## src/rtl/slcp_ram.sv

```systemverilog
// generic single-write, single-read RAM, registered read
module slcp_ram #(
    parameter int WIDTH = 8,
    parameter int DEPTH = 64,
    parameter int AW    = (DEPTH > 1) ? $clog2(DEPTH) : 1
) (
    input  logic             clk,
    input  logic             we,
    input  logic [AW-1:0]    waddr,
    input  logic [WIDTH-1:0] wdata,
    input  logic             re,
    input  logic [AW-1:0]    raddr,
    output logic [WIDTH-1:0] rdata
);

    logic [WIDTH-1:0] mem [DEPTH];

    always_ff @(posedge clk)
    begin
        if (we)
        begin
            mem[waddr] <= wdata;
        end
        if (re)
        begin
            rdata <= mem[raddr];
        end
    end

endmodule

```

## config.mk

```make
export PLATFORM = sky130hd
export DESIGN_NAME = slcp_ram
export DESIGN_NICKNAME = d
export VERILOG_FILES = /design/src/rtl/slcp_ram.sv
export SDC_FILE = /design/constraint.sdc
export NUM_CORES = 1
export LEC_CHECK = 0
export BUFFER_PORTS_ARGS = -buffer_cell sky130_fd_sc_hd__buf_4
export CORE_MARGIN = 2
export CORE_UTILIZATION = 55
export CTS_CLUSTER_DIAMETER = 50
export DETAILED_ROUTE_END_ITERATION = 8
export MAX_ROUTING_LAYER = met4
export PLACE_DENSITY = 0.78
export SLEW_MARGIN = 20
export SYNTH_ARGS = -nofsm -noshare
export SYNTH_HDL_FRONTEND = slang
export SYNTH_SLANG_ARGS = --single-unit
export TNS_END_PERCENT = 1
```

## constraint.sdc

```tcl
create_clock -name clk -period 6.8 [get_ports clk]
set_input_delay 2.04 -clock clk [delete_from_list [all_inputs] [get_ports clk]]
set_output_delay 2.04 -clock clk [all_outputs]
set_load 0.01 [all_outputs]
```

==> parameters.txt <==
Parameter                              Value

Outcome
  Status    complete, no violations

GRT
  Maximum number of pins on one net before global-route repair    79
  Global-route wire length before repair    64630 um
  Number of antenna violations at the first check in global routing    1
  GRT Util Overall    0.2403
  Via count of the first global-routing pass    9819
  Total gr overflow    0

Floorplanning
  Die ar.    38360 um2
  Die H    195.9 um
  Number of top-level design ports    31
  Chip width    195.9 um
  Placeable core region    36430 um2
  Row count    70
  Starting density of the core    0.5557

Power
  Switch share    0.2089
  Share of power burned in combinational logic    0.048
  Cell leakage power    0.006927 uW
  Largest vdd supply drop    0.1749 mV
  Clock Power Share    0.408
  Power density over cell area    293.0 nW/um2
  NetSw    1371 uW
  Cell internal power dissipation    5193 uW
  Sequential cell fraction of total power    0.543

Worst setup path
  Maximum net fanout on the critical path    52
  Kind of critical path    input pin to flop
  Arrival @ worst endpoint    4620 ps
  Sort of element at the start of the critical path    input pin
  Cells along the critical path    buf_4 -> buf_4 -> mux4_2 -> mux4_2 -> nor2_1 -> nor3_1 -> o2bb2ai_1
  Data required time of the critical path    7090 ps
  Worst-path cell with the longest stage delay    buf_4
  Crit-path max cell delay    740 ps
  Element type at the critical path end    flop

Clocking
  CTS buffer count    51
  Clock H-tree levels    2
  Total of cells resized after clock tree synthesis    0
  Clock slew at reported path FFs    60 ps
  Clock sink count    520
  Later-pin clock latency in the skew report    580 ps
  Buffer cell driving the clock tree root    clkbuf_16
  Post-cts hold buffer count    0
  Post-CTS setup-driven buffer insertion count    0
  CTS max path bufs    3
  Clock tree from TritonCTS    done

Timing
  Share of the clock period used by the worst path    0.6364
  Achievable clock frequency    231.1 MHz
  Slew headroom    0.3099
  Fin Setup TNS    0 ps
  Final period demand of the worst path    4327 ps
  Slew Viols, Final    0
  Post-Route Hold Slack    950.1 ps
  Worst clock skew    23.25 ps
  Actual transition at the worst max-transition pin    1031 ps
  Final Hold Vio Count    0
  Count of final setup violators    0
  Setup repair after global routing missed its margin    false

Layout
  Area growth syn-to-layout    10.64%
  Cell Count, Final, Fillers Out    1488
  Filler instances    2438
  Final Net Count    1002
  Leading cell types in the layout, fill and taps excluded    edfxtp_1, mux4_2, nor2_1, clkbuf_16, buf_4
  Fraction of final layout cells sized beyond drive strength 1    0.2444
  Flip-flop and latch area    15620 um2
  Total area of multi-input combinational cells    4315 um2
  Leading cell type in the layout, fill and taps excluded    edfxtp_1

Route
  Via density per instance    6.552
  DR vias    9749
  Total detailed-routing wirelength    43090 um
  Number of routed nets with antenna violations    0
  Initial DRC count    1177
  Routed wire per std cell    28.96 um
  First-pass iteration count of the detailed router    5
  DRC Markers    0

Synth
  Mapped Avg Cell Area    21.54 um2
  Unique masters post-synth    39
  Top flip-flop cell by instance count after synthesis    edfxtp_1
  Instance count of the mapped netlist    940
  Sequential element share of the synthesized area    0.7712
  Count of warnings emitted by yosys    0
  Share of flip-flops with an asynchronous set or reset after synthesis    0
  Number of flops mapped to enable cells by yosys    520
  Ranking of synthesized cells by area    edfxtp_1, mux4_2, nor2_1, mux2i_1, mux2_2
  Post-synthesis sequential element count    520
  Area share of the largest cell type after synthesis    0.7712
  Post-synth design cell area    20250 um2
  Post-synthesis cell type with the largest combined area    edfxtp_1
  Net count of the mapped netlist    963

Min path
  Path class of the lowest-slack min-delay path    flop to flop

Place
  Detailed placement HPWL    25550 um
  Routability Congestion    0.8174
  Input/output buffers    30
  Count of placed standard cells including taps    1394

Run
  Number of maximum-capacitance violations    0
-- flip-flops by register name, summed over array words and instances (netlist names) --
| signal | count |
|---|---|
| rdata | 8 |
| mem | 512 |
-- kinds of logic after synthesis --
family          synth area share
flops                     0.7712
mux                       0.1588
simple gates             0.03374
compound gates           0.02064
buf+inv                  0.01563
-- per-stage QoR --
| step | total power (uW) | util | worst slack [ps] | cell area (um2) |
|---|---|---|---|---|
| 2_1_floorplan | 3819 | - | 2954 | 20250 |
| 3_3_place_gp | 3943 | 0.5712 | 1952 | 20810 |
| 3_5_place_dp | 3951 | 0.5712 | 1899 | 20810 |
| 4_1_cts | 6591 | 0.6148 | 2471 | 22400 |
| 5_1_grt | 6733 | 0.6148 | 2386 | 22400 |
| 6_report | 6564 | 0.6148 | 2473 | 22400 |
-- synth_stat cells, types with 3 or more instances --
master       n
buf_6        4
a21oi_1      3
nand2_1     19
o22ai_1      8
edfxtp_1   520
o2bb2ai_1    3
nor2_1      83
buf_1        4
a211oi_1     4
o221ai_1     8
a22oi_1      3
a221oi_1     6
nand3_1     13
mux4_2     126
clkbuf_1    17
nor3_1       7
buf_2       11
mux2i_1     23
mux2_2      13
nand3b_1     3
nor2b_1     14
buf_4       13
o2111ai_1    3
nand2b_1     7
-- critical path: cells and delay by family --
family	cells	cell delay (ps)
multiplexers	2	900
AO/OA/AOI/OAI	1	140
AND/OR/NAND/NOR	2	200
buffers and inverters	2	1280
-- path summary, 6_finish.rpt --
check / startpoint / end / slack, ps / cells past startpoint
worst min register to register: mem[31][4] / rdata[4] / 950 / 3
worst max-delay path: raddr[1] / rdata[2] / 2470 / 7
worst min-delay path: mem[31][4] / rdata[4] / 950 / 3
worst max register to register: mem[46][2] / rdata[2] / 4470 / 4
-- metal layers --
layer,vias up,GRT usage,part of all wire
li1,4008,-,-
met1,5075,0.3362,0.39
met3,91,0.04865,0.10
met2,575,0.3613,0.48
met5,-,-,0
met4,0,0.08081,0.031
-- power groups by stage --
stage | clock (uW) | sequential (uW) | combinational (uW)
detailed placement | 0 | 3630 | 317
global placement | 0 | 3630 | 309
floorplan | 0 | 3630 | 189
finish | 2680 | 3570 | 317
global route | 2830 | 3570 | 337
CTS | 2710 | 3570 | 318
-- area by class of cell --
class                   instances  share of cell area
flip-flops and latches        520              0.6971
multi-input cells             369              0.1926
clock buffers                  63             0.05993
well taps                     468             0.02614
repair buffers                 37             0.01324
clock inverters                30             0.01089
diodes                          1           0.0001117
Note: power is estimated with default switching activity, not from simulation.
