**config.mk**
```make
export PLATFORM = sky130hd
export DESIGN_NAME = slcp_counters
export DESIGN_NICKNAME = d
export VERILOG_FILES = /design/src/rtl/slcp_pkg.sv /design/src/rtl/slcp_counters.sv
export SDC_FILE = /design/constraint.sdc
export NUM_CORES = 1
export LEC_CHECK = 0
export ABC_CLOCK_PERIOD_IN_PS = 5360
export BUFFER_PORTS_ARGS = -buffer_cell sky130_fd_sc_hd__buf_2
export CAP_MARGIN = 20
export CORE_MARGIN = 3
export CORE_UTILIZATION = 30
export DETAILED_ROUTE_END_ITERATION = 6
export PLACE_DENSITY = 0.47
export REMOVE_ABC_BUFFERS = 1
export SLEW_MARGIN = 40
export SYNTH_ARGS = -nofsm -noshare
export SYNTH_HDL_FRONTEND = slang
export SYNTH_SLANG_ARGS = --single-unit
```
**constraint.sdc**
```tcl
create_clock -name clk -period 5.36 [get_ports clk]
set_clock_uncertainty 0.2 [all_clocks]
set_input_delay 0.268 -clock clk [delete_from_list [all_inputs] [get_ports clk]]
set_output_delay 0.268 -clock clk [all_outputs]
set_load 0.01 [all_outputs]
```
**src/rtl/slcp_pkg.sv**
```systemverilog
package slcp_pkg;

    localparam int ADDR_W               = 64;
    localparam int COUNT_W              = 32;
    localparam int NUM_SETS_DEF         = 64;
    localparam int NUM_WAYS_DEF         = 8;
    localparam int LINE_OFFSET_BITS_DEF = 6;

    localparam logic [COUNT_W-1:0] COUNT_MAX = {COUNT_W{1'b1}};

    // one lookup retiring into the statistics counters
    typedef struct packed {
        logic en;
        logic hit;
    } slcp_update_t;

endpackage

```
**src/rtl/slcp_counters.sv**
```systemverilog
// saturating hit and miss counters
module slcp_counters (
    input  logic                          clk,
    input  logic                          rst_n,
    input  slcp_pkg::slcp_update_t        upd,
    output logic [slcp_pkg::COUNT_W-1:0]  hit_count,
    output logic [slcp_pkg::COUNT_W-1:0]  miss_count
);

    logic [slcp_pkg::COUNT_W-1:0] hits_reg;
    logic [slcp_pkg::COUNT_W-1:0] hits_next;
    logic [slcp_pkg::COUNT_W-1:0] misses_reg;
    logic [slcp_pkg::COUNT_W-1:0] misses_next;

    always_comb
    begin
        hits_next   = hits_reg;
        misses_next = misses_reg;
        if (upd.en && upd.hit && (hits_reg != slcp_pkg::COUNT_MAX))
        begin
            hits_next = hits_reg + 1'b1;
        end
        if (upd.en && !upd.hit && (misses_reg != slcp_pkg::COUNT_MAX))
        begin
            misses_next = misses_reg + 1'b1;
        end
    end

    always_ff @(posedge clk or negedge rst_n)
    begin
        if (!rst_n)
        begin
            hits_reg   <= '0;
            misses_reg <= '0;
        end
        else
        begin
            hits_reg   <= hits_next;
            misses_reg <= misses_next;
        end
    end

    assign hit_count  = hits_reg;
    assign miss_count = misses_reg;

endmodule

```
==> metrics.txt <==
status completed; Final Hold Vio Count 0; die width 108 µm; Initial DRC Count 71; hold endpoint hit_count[6]; switching pwr 325 µW; Clock transition at path regs 0.07 ns; reg2reg end hit_count[17]; Port Buf Inserts 67; Post-Syn Area 0.00310 mm²; root buffer cell clkbuf_8; Post-CTS Hold Buffers 1; crit-path max FO 10; Core Box Area 0.00991 mm²; Hold Path Origin upd[0]; via count 2,396; DP HPWL 5.28 mm; pwr/cell area 290 mW/mm²; most frequent cells after synthesis 64 x dfrtp_1, 48 x xnor2_1, 26 x nand3_1; Int Pwr 767 µW; Slew headroom 56.4%; CTS max path bufs 2; CP startpoint kind register; Setup CP Type register to register; initial antenna violation count 0; largest net degree at the start of global routing 65; Worst EP arrival 2.31 ns; post-synth top area cell dfrtp_1; synthesized area per cell 11.0 µm²; GRT Total Usage 13.5%; worst skew pair latency 0.33 ns; most frequent cell after synthesis dfrtp_1; post-layout util 38.0%; Reg-to-Reg Start hit_count[24]; H-tree levels 3; Fill cells 1,020; DRT Wirelength 7.27 mm; drt drc 0; Lkg Pwr 0.00177 µW; CTS tree done; final antenna-violating net count 0; top_reg_cell synth dfrtp_1; synthesis-to-layout area growth 21.4%; Yosys Warn Count 0; # resized after CTS 0; cts bufs inserted 9; Comb pwr share 14.2%; MaxCap Viol Count 0; Synth cell types 36; final setup vio count 0; vias in the first global route 2,363; die height 108 µm; Vias/cell 4.84; Tcrit/Tclk final 41.9%; setup_tns 0 ns; drt wl/cell 14.7 µm; die area 0.0116 mm²; first-pass GRT wire length 12.3 mm; Max IR drop VDD 0.221 mV; Setup Fix Bufs, Post-CTS 0; GPL Wtd Cong 0.798; gr ovfl total 0; FF-to-FF setup slack 3.11 ns; RSZ-0062 raised after global routing false; maximum clock rate 445 MHz; Final Net Count 365; share of the synthesized area in the top cell type 51.7%; Sw Share 29.8%; sequential share of power 53.5%; Worst-Margin Slew 0.651 ns; Worst EP required 5.42 ns; Hold Path Class input pin to register; clock sinks 64; Initial Util 31.3%; pins over their slew limit 0; top post-synthesis cells by area dfrtp_1 52%, xnor2_1 14%, nand4_1 4.6%, nand3_1 4.2%, xor2_1 4.0%; antenna cell count 0; I/O Pins 68; CP endpoint kind register; min cycle time layout 2.25 ns; row count 36; post-synthesis async set-or-reset flop share 100%; clock power share 32.3%; layout cells sized above 1 25.1%; worst r2r path cells 5; Initial DRT Pass Iterations 4; hold path cells 4; post-synthesis sequential area ratio 51.7%; FF+latch count, synth 64; Mapped Cells 282; Post-synth EDFFs 0
==> per-layer routing <==
layer  vias to the layer above  global-route usage (%)  part of all wire [%]
li1                       1178                       -                     -
met4                         0                    5.41                   1.6
met2                        61                    20.5                    46
met5                         -                       0                     0
met3                        12                    3.00                   4.6
met1                      1145                    18.5                    48
==> state kept, by name, indices dropped and copies added (netlist names) <==
name / cells
hit_count: 32
miss_count: 32
==> metrics by stage <==
step                      power [µW]  hold slack [ns]  area (µm²)  cells  setup WS (ns)
after floorplan                  673           -0.228        3080    279           3.27
after global placement           747            0.273        3590    480           3.08
after detailed placement         753            0.208        3590    480           3.09
after CTS                       1110            0.237        3760    495           3.08
after global routing            1160            0.266        3760    495           2.88
final                           1090            0.254        3760    495           3.11
==> worst max path at each step <==
stage	startpoint	cells past startpoint	to
floorplan	hit_count[24]	5	hit_count[25]
global placement	hit_count[24]	5	hit_count[17]
detailed placement	hit_count[24]	5	hit_count[25]
CTS	hit_count[24]	5	hit_count[17]
global route	hit_count[5]	5	hit_count[17]
finish	hit_count[24]	5	hit_count[17]
==> power groups by stage <==
stage | registers, µW | clock network (µW) | logic [µW]
2_1_floorplan | 604 | 0 | 68.5
3_3_place_gp | 591 | 0 | 156
3_5_place_dp | 594 | 0 | 159
4_1_cts | 585 | 369 | 160
5_1_grt | 597 | 388 | 174
6_report | 585 | 353 | 155
==> logic make-up after synthesis <==
logic type               Yosys count  share of synthesized area, %
AND/OR/NAND/NOR                  134                          25.5
XOR/XNOR                          62                          17.5
multiplexers                       2                         0.726
flip-flops                        64                          51.7
buffers and inverters              7                          1.09
adder cells (fa/ha/maj)            2                         0.807
AO/OA/AOI/OAI                     11                          2.70
==> cells in the final DEF (no fill, tap or decap), types with 2 or more instances in the layout <==
master    instances
a31oi_1           2
and2_1            4
and3_1           15
and4_1            6
buf_2            67
clkbuf_8         10
clkinv_2          3
dfrtp_1          64
ha_1              2
inv_1             4
mux2_1            2
nand2_1          23
nand3_1          26
nand4_1          23
nand4_2           2
nor2_1           10
nor3_1           10
nor3_2            2
nor4_1            3
nor4_2            2
o211ai_1          2
o21ai_0           2
xnor2_1          48
xor2_1           14
==> layout make-up <==
class	instances	area [µm²]	share of cell area (%)
timing repair buffer	69	357	9.47
inverter	4	15.0	0.399
clock inverter	4	22.5	0.598
sequential	64	1600	42.5
multi-input combinational	211	1470	38.9
clock buffer	10	138	3.66
tap	133	166	4.42
==> worst max-delay path, stage by stage (launching register included) <==
cell and delay (ns):
dfrtp_1 0.44, nand3_2 0.17, or3_4 0.45, o41a_1 0.60, nand4_1 0.18, xnor2_1 0.13
(Power assumes the default switching activity.)
