==> src/rtl/slcp_lookup.sv <==
// tag compare against one set row and LRU reorder of that row
module slcp_lookup #(
    parameter int NUM_WAYS = 8,
    parameter int TAG_W    = 52
) (
    input  logic [NUM_WAYS*TAG_W-1:0] row_tags,
    input  logic [NUM_WAYS-1:0]       row_valid,
    input  logic [TAG_W-1:0]          tag,
    output logic                      hit,
    output logic [NUM_WAYS*TAG_W-1:0] new_tags,
    output logic [NUM_WAYS-1:0]       new_valid
);

    logic [NUM_WAYS-1:0] match;
    logic [NUM_WAYS-1:0] shift_en;

    always_comb
    begin
        logic seen;
        seen = 1'b0;
        for (int k = 0; k < NUM_WAYS; k++)
        begin
            match[k] = row_valid[k] && (row_tags[k*TAG_W +: TAG_W] == tag);
        end
        hit = |match;
        // position k takes k-1 when k is at the hit position or on its
        // more-recent side; on a miss every position shifts
        for (int k = 0; k < NUM_WAYS; k++)
        begin
            shift_en[k] = !hit || !seen;
            seen        = seen || match[k];
        end
    end

    always_comb
    begin
        new_tags[0 +: TAG_W] = tag;
        new_valid[0]         = 1'b1;
        for (int k = 1; k < NUM_WAYS; k++)
        begin
            new_tags[k*TAG_W +: TAG_W] = shift_en[k] ? row_tags[(k-1)*TAG_W +: TAG_W]
                                                     : row_tags[k*TAG_W +: TAG_W];
            new_valid[k] = hit ? row_valid[k] : row_valid[k-1];
        end
    end

endmodule

==> config.mk <==
export PLATFORM = sky130hd
export DESIGN_NAME = slcp_lookup
export DESIGN_NICKNAME = d
export VERILOG_FILES = /design/src/rtl/slcp_lookup.sv
export SDC_FILE = /design/constraint.sdc
export NUM_CORES = 1
export LEC_CHECK = 0
export ABC_CLOCK_PERIOD_IN_PS = 5550
export BUFFER_PORTS_ARGS = -buffer_cell sky130_fd_sc_hd__buf_2
export CELL_PAD_IN_SITES_DETAIL_PLACEMENT = 1
export CELL_PAD_IN_SITES_GLOBAL_PLACEMENT = 1
export CORE_AREA = 4 4 346 348
export DETAILED_ROUTE_END_ITERATION = 7
export DIE_AREA = 0 0 350 352
export PLACE_DENSITY_LB_ADDON = 0.25
export SLEW_MARGIN = 10
export SYNTH_ARGS = -nofsm -noshare
export SYNTH_HDL_FRONTEND = slang
export SYNTH_SLANG_ARGS = --single-unit
export TNS_END_PERCENT = 10
==> constraint.sdc <==
create_clock -name vclk -period 5.55
set_clock_uncertainty 0.2 [all_clocks]
set_input_delay 1.11 -clock vclk [all_inputs]
set_output_delay 1.11 -clock vclk [all_outputs]
set_load 0.05 [all_outputs]
==> results of run 1 <==
-- worst max-delay path: stages --
cell and delay (ns):
buf_4 0.20, xnor2_2 0.50, nor4b_1 0.69, nand4_1 0.23, buf_4 0.23, o22ai_1 0.13
buf_4 0.18, nor4_4 0.06, buf_4 0.20, buf_12 0.16, mux2_4 0.30, buf_2 0.21
-- what timing repair did --
item | 4_1_cts | 5_1_grt
gates resized for setup | 22 | 24
setup endpoints to repair | 268 | 167
buffers inserted | 1 | 0
pin swaps | 2 | 5
cloned | 0 | 1
-- power groups by stage --
stage                     combinational [mW]   clock (mW)  sequential [mW]
final                                   2.58  0.000000121                0
after global routing                    2.66            0                0
after CTS                               2.57            0                0
after detailed placement                2.55            0                0
after global placement                  2.56            0                0
after floorplan                         1.21            0                0
-- per-layer routing --
layer  vias up  routed length, µm  GRT usage (%)
met1      8655              69400           32.5
met2       899              70600           39.0
met5         -                 46              0
met3        73              13500           6.15
met4         6               1990           2.30
li1       7547                  -              -
-- through the flow --
step	util [%]	total power [mW]	cells	instance area [µm²]
floorplan	-	1.21	1476	12300
global placement	18.8	2.56	4084	21900
global route	19.0	2.66	4087	22100
CTS	18.9	2.57	4086	22000
detailed placement	18.8	2.55	4085	21900
finish	19.1	2.58	4100	22200
-- synthesized netlist by cell type, types with 21 or more instances --
| cell | count |
|---|---|
| buf_2 | 60 |
| buf_4 | 60 |
| inv_1 | 45 |
| mux2_1 | 47 |
| mux2_2 | 212 |
| mux2_4 | 100 |
| nand2_1 | 50 |
| nand2b_1 | 67 |
| nand3_1 | 30 |
| nand4_1 | 90 |
| nor2_1 | 24 |
| nor2b_1 | 63 |
| nor3_1 | 21 |
| nor4_1 | 87 |
| xnor2_1 | 167 |
| xor2_1 | 171 |
-- kinds of logic (layout without fill, tap and decap cells) --
| family | Yosys count | in the layout | share of synthesized area (%) |
|---|---|---|---|
| muxes | 362 | 362 | 36.1 |
| other | 1 | 14 | 0.0305 |
| xor gates and xnor gates | 338 | 338 | 24.1 |
| and+or+nand+nor | 509 | 509 | 25.5 |
| AOI/OAI and AO/OA | 78 | 78 | 4.94 |
| buffers and inverters | 188 | 1275 | 9.37 |
-- path summary, 6_finish.rpt --
check / from / endpoint / slack [ns] / cells past startpoint
max: tag[24] / new_tags[312] / -0.01 / 12
min: tag[33] / new_tags[33] / 2.37 / 2
-- layout by cell type (no fill, tap or decap), types with 47 or more instances in the layout --
cell type / instances
nor2b_1: 63
xor2_1: 166
nand4_1: 90
buf_4: 296
mux2_4: 100
buf_12: 116
buf_2: 814
mux2_1: 47
xnor2_1: 161
nor4_1: 83
nand2b_1: 67
mux2_2: 212
nand2_1: 50
-- final cells by class --
type               count  share of cell area [%]
multi-input cells   1288                    51.4
repair buffers      1230                    39.1
well taps           1524                    8.60
inverters             45                   0.762
diodes                13                   0.147
==> flow_metrics.env, run 1 <==
export IMPL_outcome="finished, violations left"
export IMPL_violations="setup timing"
export IMPL_max_freq_ghz=0.180
export IMPL_fin_crit_ns=5.56
export IMPL_setup_violations=7
export IMPL_fin_nets=3041
export IMPL_yosys_warnings=0
export IMPL_io_pins=901
export IMPL_post_place_ws_ns=-0.474
export IMPL_drive_gt1_share_pct=62.0
export IMPL_drc_errors=0
export IMPL_vias_per_cell=4.19
export IMPL_synth_top_area_share_pct=19.4
export IMPL_synthesis_nets=1952
export IMPL_tightest_slew_ns=0.835
export IMPL_maxCapViolations=0
export IMPL_maxSlewViolCount=0
export IMPL_p_clk_share_pct=0
export IMPL_fin_ws_ns=-0.00951
export IMPL_seq_cells=0
export IMPL_ys_seq_area_share_pct=0
export IMPL_grt_pass1_vias=18200
export IMPL_wl_per_cell_um=37.9
export IMPL_dieArea_mm2=0.123
export IMPL_grt_start_max_net_pins=53
export IMPL_multi_input_area_mm2=0.0114
export IMPL_core_mm2=0.116
export IMPL_finalSetupTns_ns=-0.0213
export IMPL_synth_top_area_cell="mux2_2"
export IMPL_setup_worst_path_start_class="input pin"
export IMPL_swShare_pct=67.8
export IMPL_vias=17200
export IMPL_cp_end_kind="output port"
export IMPL_clock_buffers=0
export IMPL_finalCritPeriodShare_pct=100
export IMPL_initial_core_util_pct=10.6
export IMPL_cts_hold_buffers=0
export IMPL_drtIter0Drc=1508
export IMPL_ir_drop_uv=39.5
export IMPL_syn_inst=1476
export IMPL_switchingPower_mw=1.75
export IMPL_rsz0062_at_grt="yes"
export IMPL_wirelength_mm=156
export IMPL_place_hpwl_mm=143
export IMPL_holdWs_ns=2.37
export IMPL_fillers=14000
export IMPL_p_int_mw=0.831
export IMPL_max_slew_margin_pct=42.9
export IMPL_seqPwrFrac_pct=0
export IMPL_gp_congestion=0.915
export IMPL_path_max_fanout=12
export IMPL_grt_pass1_wl_mm=194
export IMPL_hold_viol_final=0
export IMPL_syn_area_per_cell_um2=8.34
export IMPL_grt_ovfl_total=0
export IMPL_crit_type="input pin to output port"
export IMPL_ys_types=63
export IMPL_power_leakage_nw=9.99
export IMPL_synth_area_leaders="mux2_2, mux2_4, xor2_1, xnor2_1, nand4_1"
export IMPL_postRouteAntennaNets=0
export IMPL_rows=125
export IMPL_worstPathArrival_ns=4.25
export IMPL_seqCellArea_um2=0
export IMPL_hp_class="input pin to output port"
export IMPL_antenna_found_initial=29
export IMPL_dr_pass1_iters=5
export IMPL_p_per_area_mw_per_mm2=116
export IMPL_p_comb_share_pct=100.0
export IMPL_die_h_um=352
export IMPL_synth_area_mm2=0.0123
export IMPL_die_x_um=350
export IMPL_flow_area_growth_from_synthesis_pct=80.1
export IMPL_grtUsageTotal_pct=23.8
export IMPL_port_buffers=900
export IMPL_required_ns=4.24
Power figures use the tool's default switching activity.
==> inputs of run 2 (changes only) <==
--- a/config.mk
+++ b/config.mk
@@ -9,9 +9,9 @@
 export BUFFER_PORTS_ARGS = -buffer_cell sky130_fd_sc_hd__buf_2
 export CELL_PAD_IN_SITES_DETAIL_PLACEMENT = 1
 export CELL_PAD_IN_SITES_GLOBAL_PLACEMENT = 1
-export CORE_AREA = 4 4 346 348
+export CORE_AREA = 10 10 342 344
 export DETAILED_ROUTE_END_ITERATION = 7
-export DIE_AREA = 0 0 350 352
+export DIE_AREA = 0 0 352 354
 export PLACE_DENSITY_LB_ADDON = 0.25
 export SLEW_MARGIN = 10
 export SYNTH_ARGS = -nofsm -noshare
==> flow_metrics.env, run 2 (synthesis gave the netlist of run 1 again) <==
export IMPL_hp_class="input pin to output port"
export IMPL_layout_commonest_cell="buf_2"
export IMPL_grtUsageTotal_pct=23.6
export IMPL_wirelength_mm=157
export IMPL_maxSlewViolCount=0
export IMPL_finalCritPeriodShare_pct=100
export IMPL_drc_errors=0
export IMPL_tightest_slew_ns=0.802
export IMPL_initial_core_util_pct=11.2
export IMPL_met2_length_mm=71.2
export IMPL_fin_nets=2940
export IMPL_core_mm2=0.110
export IMPL_port_buffers=900
export IMPL_setup_worst_path_start_class="input pin"
export IMPL_vias=17000
export IMPL_ir_drop_uv=36.3
export IMPL_required_ns=4.24
export IMPL_place_hpwl_mm=144
export IMPL_max_freq_ghz=0.180
export IMPL_crit_type="input pin to output port"
export IMPL_power_leakage_nw=9.40
export IMPL_fin_ws_ns=-0.0111
export IMPL_vias_per_cell=4.29
export IMPL_highest_layer="met5"
export IMPL_cp_end_kind="output port"
export IMPL_antenna_found_initial=47
export IMPL_seqCellArea_um2=0
export IMPL_rsz0062_at_grt="yes"
export IMPL_gp_congestion=0.947
export IMPL_maxCapViolations=0
export IMPL_seq_cells=0
export IMPL_die_x_um=352
export IMPL_finalSetupTns_ns=-0.0111
export IMPL_multi_input_area_mm2=0.0113
export IMPL_max_slew_margin_pct=46.3
export IMPL_grt_start_max_net_pins=53
export IMPL_path_max_fanout=24
export IMPL_dieArea_mm2=0.125
export IMPL_drtIter0Drc=1329
export IMPL_drt_met1_wl_mm=72.3
export IMPL_clock_buffers=0
export IMPL_setup_violations=1
export IMPL_grt_pass1_vias=18300
export IMPL_fin_crit_ns=5.56
export IMPL_dpl_cell_area_mm2=0.0208
export IMPL_drive_gt1_share_pct=60.1
export IMPL_violations="setup timing"
export IMPL_postRouteAntennaNets=0
export IMPL_worstPathArrival_ns=4.25
export IMPL_grt_ovfl_total=0
export IMPL_design_area_mm2=0.0210
export IMPL_flow_area_growth_from_synthesis_pct=71.0
export IMPL_dr_pass1_iters=7
export IMPL_final_cell_mix="buf_2, mux2_2, buf_4"
export IMPL_p_per_area_mw_per_mm2=118
export IMPL_rows=122
export IMPL_hold_viol_final=0
export IMPL_wl_per_cell_um=39.7
export IMPL_holdWs_ns=2.37
export IMPL_wl_met3_mm=11.8
export IMPL_outcome="finished, violations left"
export IMPL_grt_pass1_wl_mm=197
export IMPL_io_pins=901
export IMPL_die_h_um=354
export IMPL_fillers=13200
## run 2: cell count changes in the layout (fill, tap and decap cells not counted), moves of 2 or more
cell	previous run	this run
a2111oi_0	9	14
buf_12	116	97
a2111oi_2	2	0
buf_6	2	0
a2111oi_1	4	1
buf_4	296	210
diode_2	13	10
buf_2	814	821
xor2_2	5	1
xor2_1	166	170
## run 2: worst max-delay path, cell delays in order
cell,delay [ns]
buf_2,0.27
buf_4,0.30
a2111oi_0,0.48
nand4_1,0.30
or3_1,0.54
nor2_2,0.20
nor4_4,0.09
buf_12,0.17
buf_4,0.18
mux2i_2,0.25
buf_4,0.17
buf_12,0.13
## run 2: timing repair
item,in CTS,in global routing
pin swaps,1,2
endpoints found under the setup margin,122,68
gates cloned,0,1
setup buffers,0,0
hold buffers,0,0
endpoints found under the hold margin,0,0
resized for setup,9,16
## run 2: stage by stage
step	total power [mW]	instances	worst slack (ns)	utilization, %
floorplan	1.21	1476	0.0389	-
finish	2.48	3960	-0.0111	19.1
detailed placement	2.47	3949	-0.221	18.9
global route	2.57	3952	-0.0411	19.1
global placement	2.47	3949	-0.193	18.9
CTS	2.48	3949	-0.0360	19.0
## run 2: worst paths after layout
check  slack (ns)  cells after the start  startpoint       endpoint
max         -0.01                     12     tag[11]  new_tags[336]
min          2.37                      2     tag[43]   new_tags[43]
## run 2: power breakdown
part | leakage (nW) | total [mW] | internal (mW) | switching, mW
logic | 9.40 | 2.48 | 0.763 | 1.72
registers | 0 | 0 | 0 | 0
clock network | 0.0000634 | 0.0000000564 | 0.0000000563 | 0
total | 9.40 | 2.48 | 0.763 | 1.72
## run 2: cell type report
cell class | count | area share, %
Timing Repair Buffer | 1129 | 36.4
Inverter | 45 | 0.803
Tap cell | 1488 | 8.85
Multi-Input combinational cell | 1288 | 53.9
Antenna cell | 10 | 0.119
## run 2: metal layers
metal / vias to the layer above / GRT usage [%]
met4: 22 / 2.52
li1: 7343 / -
met5: - / 0
met1: 8621 / 32.1
met3: 100 / 5.74
met2: 905 / 38.6
==> inputs of run 3 (changes only) <==
--- a/config.mk
+++ b/config.mk
@@ -5,13 +5,15 @@
 export SDC_FILE = /design/constraint.sdc
 export NUM_CORES = 1
 export LEC_CHECK = 0
+export ABC_AREA = 1
 export ABC_CLOCK_PERIOD_IN_PS = 5550
 export BUFFER_PORTS_ARGS = -buffer_cell sky130_fd_sc_hd__buf_2
 export CELL_PAD_IN_SITES_DETAIL_PLACEMENT = 1
 export CELL_PAD_IN_SITES_GLOBAL_PLACEMENT = 1
-export CORE_AREA = 10 10 342 344
+export CORE_AREA = 10 10 338 340
 export DETAILED_ROUTE_END_ITERATION = 7
-export DIE_AREA = 0 0 352 354
+export DIE_AREA = 0 0 348 350
+export GPL_ROUTABILITY_DRIVEN = 0
 export PLACE_DENSITY_LB_ADDON = 0.25
 export SLEW_MARGIN = 10
 export SYNTH_ARGS = -nofsm -noshare
==> flow_metrics.env, run 3 <==
export IMPL_outcome="completed"
export IMPL_cp_top_family="simple AND/OR/NAND/NOR gates"
export IMPL_maxCapViolations=0
export IMPL_dr_pass1_iters=5
export IMPL_synth_area_leaders="nand2_1, nor2_1, o21ai_0, inv_1, buf_4"
export IMPL_max_slew_margin_pct=38.3
export IMPL_setup_worst_path_start_class="input pin"
export IMPL_place_inst=5652
export IMPL_synth_area_mm2=0.0150
export IMPL_grt_pass1_vias=26400
export IMPL_max_freq_ghz=0.180
export IMPL_grt_ovfl_total=0
export IMPL_die_x_um=348
export IMPL_dpl_cell_area_mm2=0.0241
export IMPL_place_hpwl_mm=169
export IMPL_seq_cells=0
export IMPL_p_per_area_mw_per_mm2=115
export IMPL_yosysMostFrequentCell="nand2_1"
export IMPL_path_max_fanout=102
export IMPL_initial_core_util_pct=14.0
export IMPL_vias=27500
export IMPL_core_mm2=0.108
export IMPL_finalCritPeriodShare_pct=100
export IMPL_required_ns=4.24
export IMPL_utilization_pct=22.4
export IMPL_cts_hold_buffers=0
export IMPL_ys_seq_area_share_pct=0
export IMPL_critical_path_max_stage_delay_ns=0.61
export IMPL_ir_drop_uv=56.2
export IMPL_seqCellArea_um2=0
export IMPL_drc_errors=0
export IMPL_hold_viol_final=0
export IMPL_crit_slowest_cell="nor3b_1"
export IMPL_syn_area_per_cell_um2=4.43
export IMPL_postRouteAntennaNets=0
export IMPL_synth_top_area_cell="nand2_1"
export IMPL_layout_commonest_cell="nand2_1"
export IMPL_synthesis_nets=3875
export IMPL_fin_nets=4716
export IMPL_final_cell_mix="nand2_1, buf_2, nor2_1"
export IMPL_antenna_found_initial=41
export IMPL_grtUsageTotal_pct=28.8
export IMPL_setup_violations=0
export IMPL_dieArea_mm2=0.122
export IMPL_fillers=14300
export IMPL_die_h_um=350
export IMPL_maxSlewViolCount=0
export IMPL_drtIter0Drc=3227
export IMPL_final_cells=5664
export IMPL_vias_per_cell=4.85
export IMPL_syn_inst=3399
export IMPL_port_buffers=900
export IMPL_wirelength_mm=187
export IMPL_tightest_slew_ns=0.916
export IMPL_grt_pass1_wl_mm=240
export IMPL_crit_type="input pin to output port"
export IMPL_cp_common_cell="buf_12"
export IMPL_power_leakage_nw=13.4
export IMPL_critical_path_buf_inv_count=4
export IMPL_worstPathArrival_ns=4.24
export IMPL_cts_resized=2
export IMPL_rows=121
export IMPL_synth_commonest_cells="nand2_1, nor2_1, inv_1, o21ai_0, nor3_1"
export IMPL_flow_area_growth_from_synthesis_pct=60.4
export IMPL_hp_class="input pin to output port"
export IMPL_cp_end_kind="output port"
export IMPL_post_cts_buffers=0
export IMPL_io_pins=901
export IMPL_path_cells="buf_2, inv_2, or2_1, nor3b_1, nand3_1, nor2_1, nand2_4, nand4_4, buf_12, nand2_1, o21ai_1, buf_12"
export IMPL_grt_start_max_net_pins=105
export IMPL_yosys_warnings=0
export IMPL_fin_crit_ns=5.55
export IMPL_clock_buffers=0
export IMPL_multi_input_area_mm2=0.0121
export IMPL_design_area_mm2=0.0241
export IMPL_rsz0062_at_grt="no"
export IMPL_wl_per_cell_um=33.0
export IMPL_synth_top_area_share_pct=36.2
export IMPL_drive_gt1_share_pct=26.1
export IMPL_ys_types=42
## run 3: worst paths after layout
check | startpoint | to | cells past startpoint
max | tag[9] | new_tags[231] | 12
min | tag[0] | new_tags[0] | 2
## run 3: cell type report
class	instances	share of cell area [%]
Inverter	419	6.52
Antenna cell	12	0.124
Multi-Input combinational cell	2772	50.3
Timing Repair Buffer	1047	35.7
Tap cell	1414	7.33
## run 3: kinds of logic after synthesis
kind of cell | after synthesis | synth area share (%)
AOI/OAI and AO/OA | 365 | 12.3
other | 1 | 0.0249
xor gates and xnor gates | 73 | 4.25
muxes | 1 | 0.0749
and+or+nand+nor | 2332 | 63.8
buffers and inverters | 627 | 19.5
## run 3: per-stage QoR
step	setup WS (ns)	setup TNS, ns	power, mW	hold slack [ns]
3_5_place_dp	-0.0907	-0.0907	2.71	2.37
6_report	0.00134	0	2.77	2.36
3_3_place_gp	-0.193	-0.198	2.71	2.36
2_1_floorplan	0.731	0	1.29	2.19
4_1_cts	0.0256	0	2.72	2.37
5_1_grt	0.00189	0	2.87	2.37
## run 3: routing by layer
metal | vias to the layer above | track usage, % | routed length (µm)
met5 | - | 0 | 339
li1 | 12200 | - | -
met4 | 54 | 5.55 | 4660
met3 | 245 | 8.87 | 20500
met2 | 1624 | 47.3 | 84900
met1 | 13300 | 36.8 | 76600
## run 3: report_power, final
group / internal, mW / switching (mW)
clock network: 0.000000188 / 0
logic: 0.785 / 1.98
registers: 0 / 0
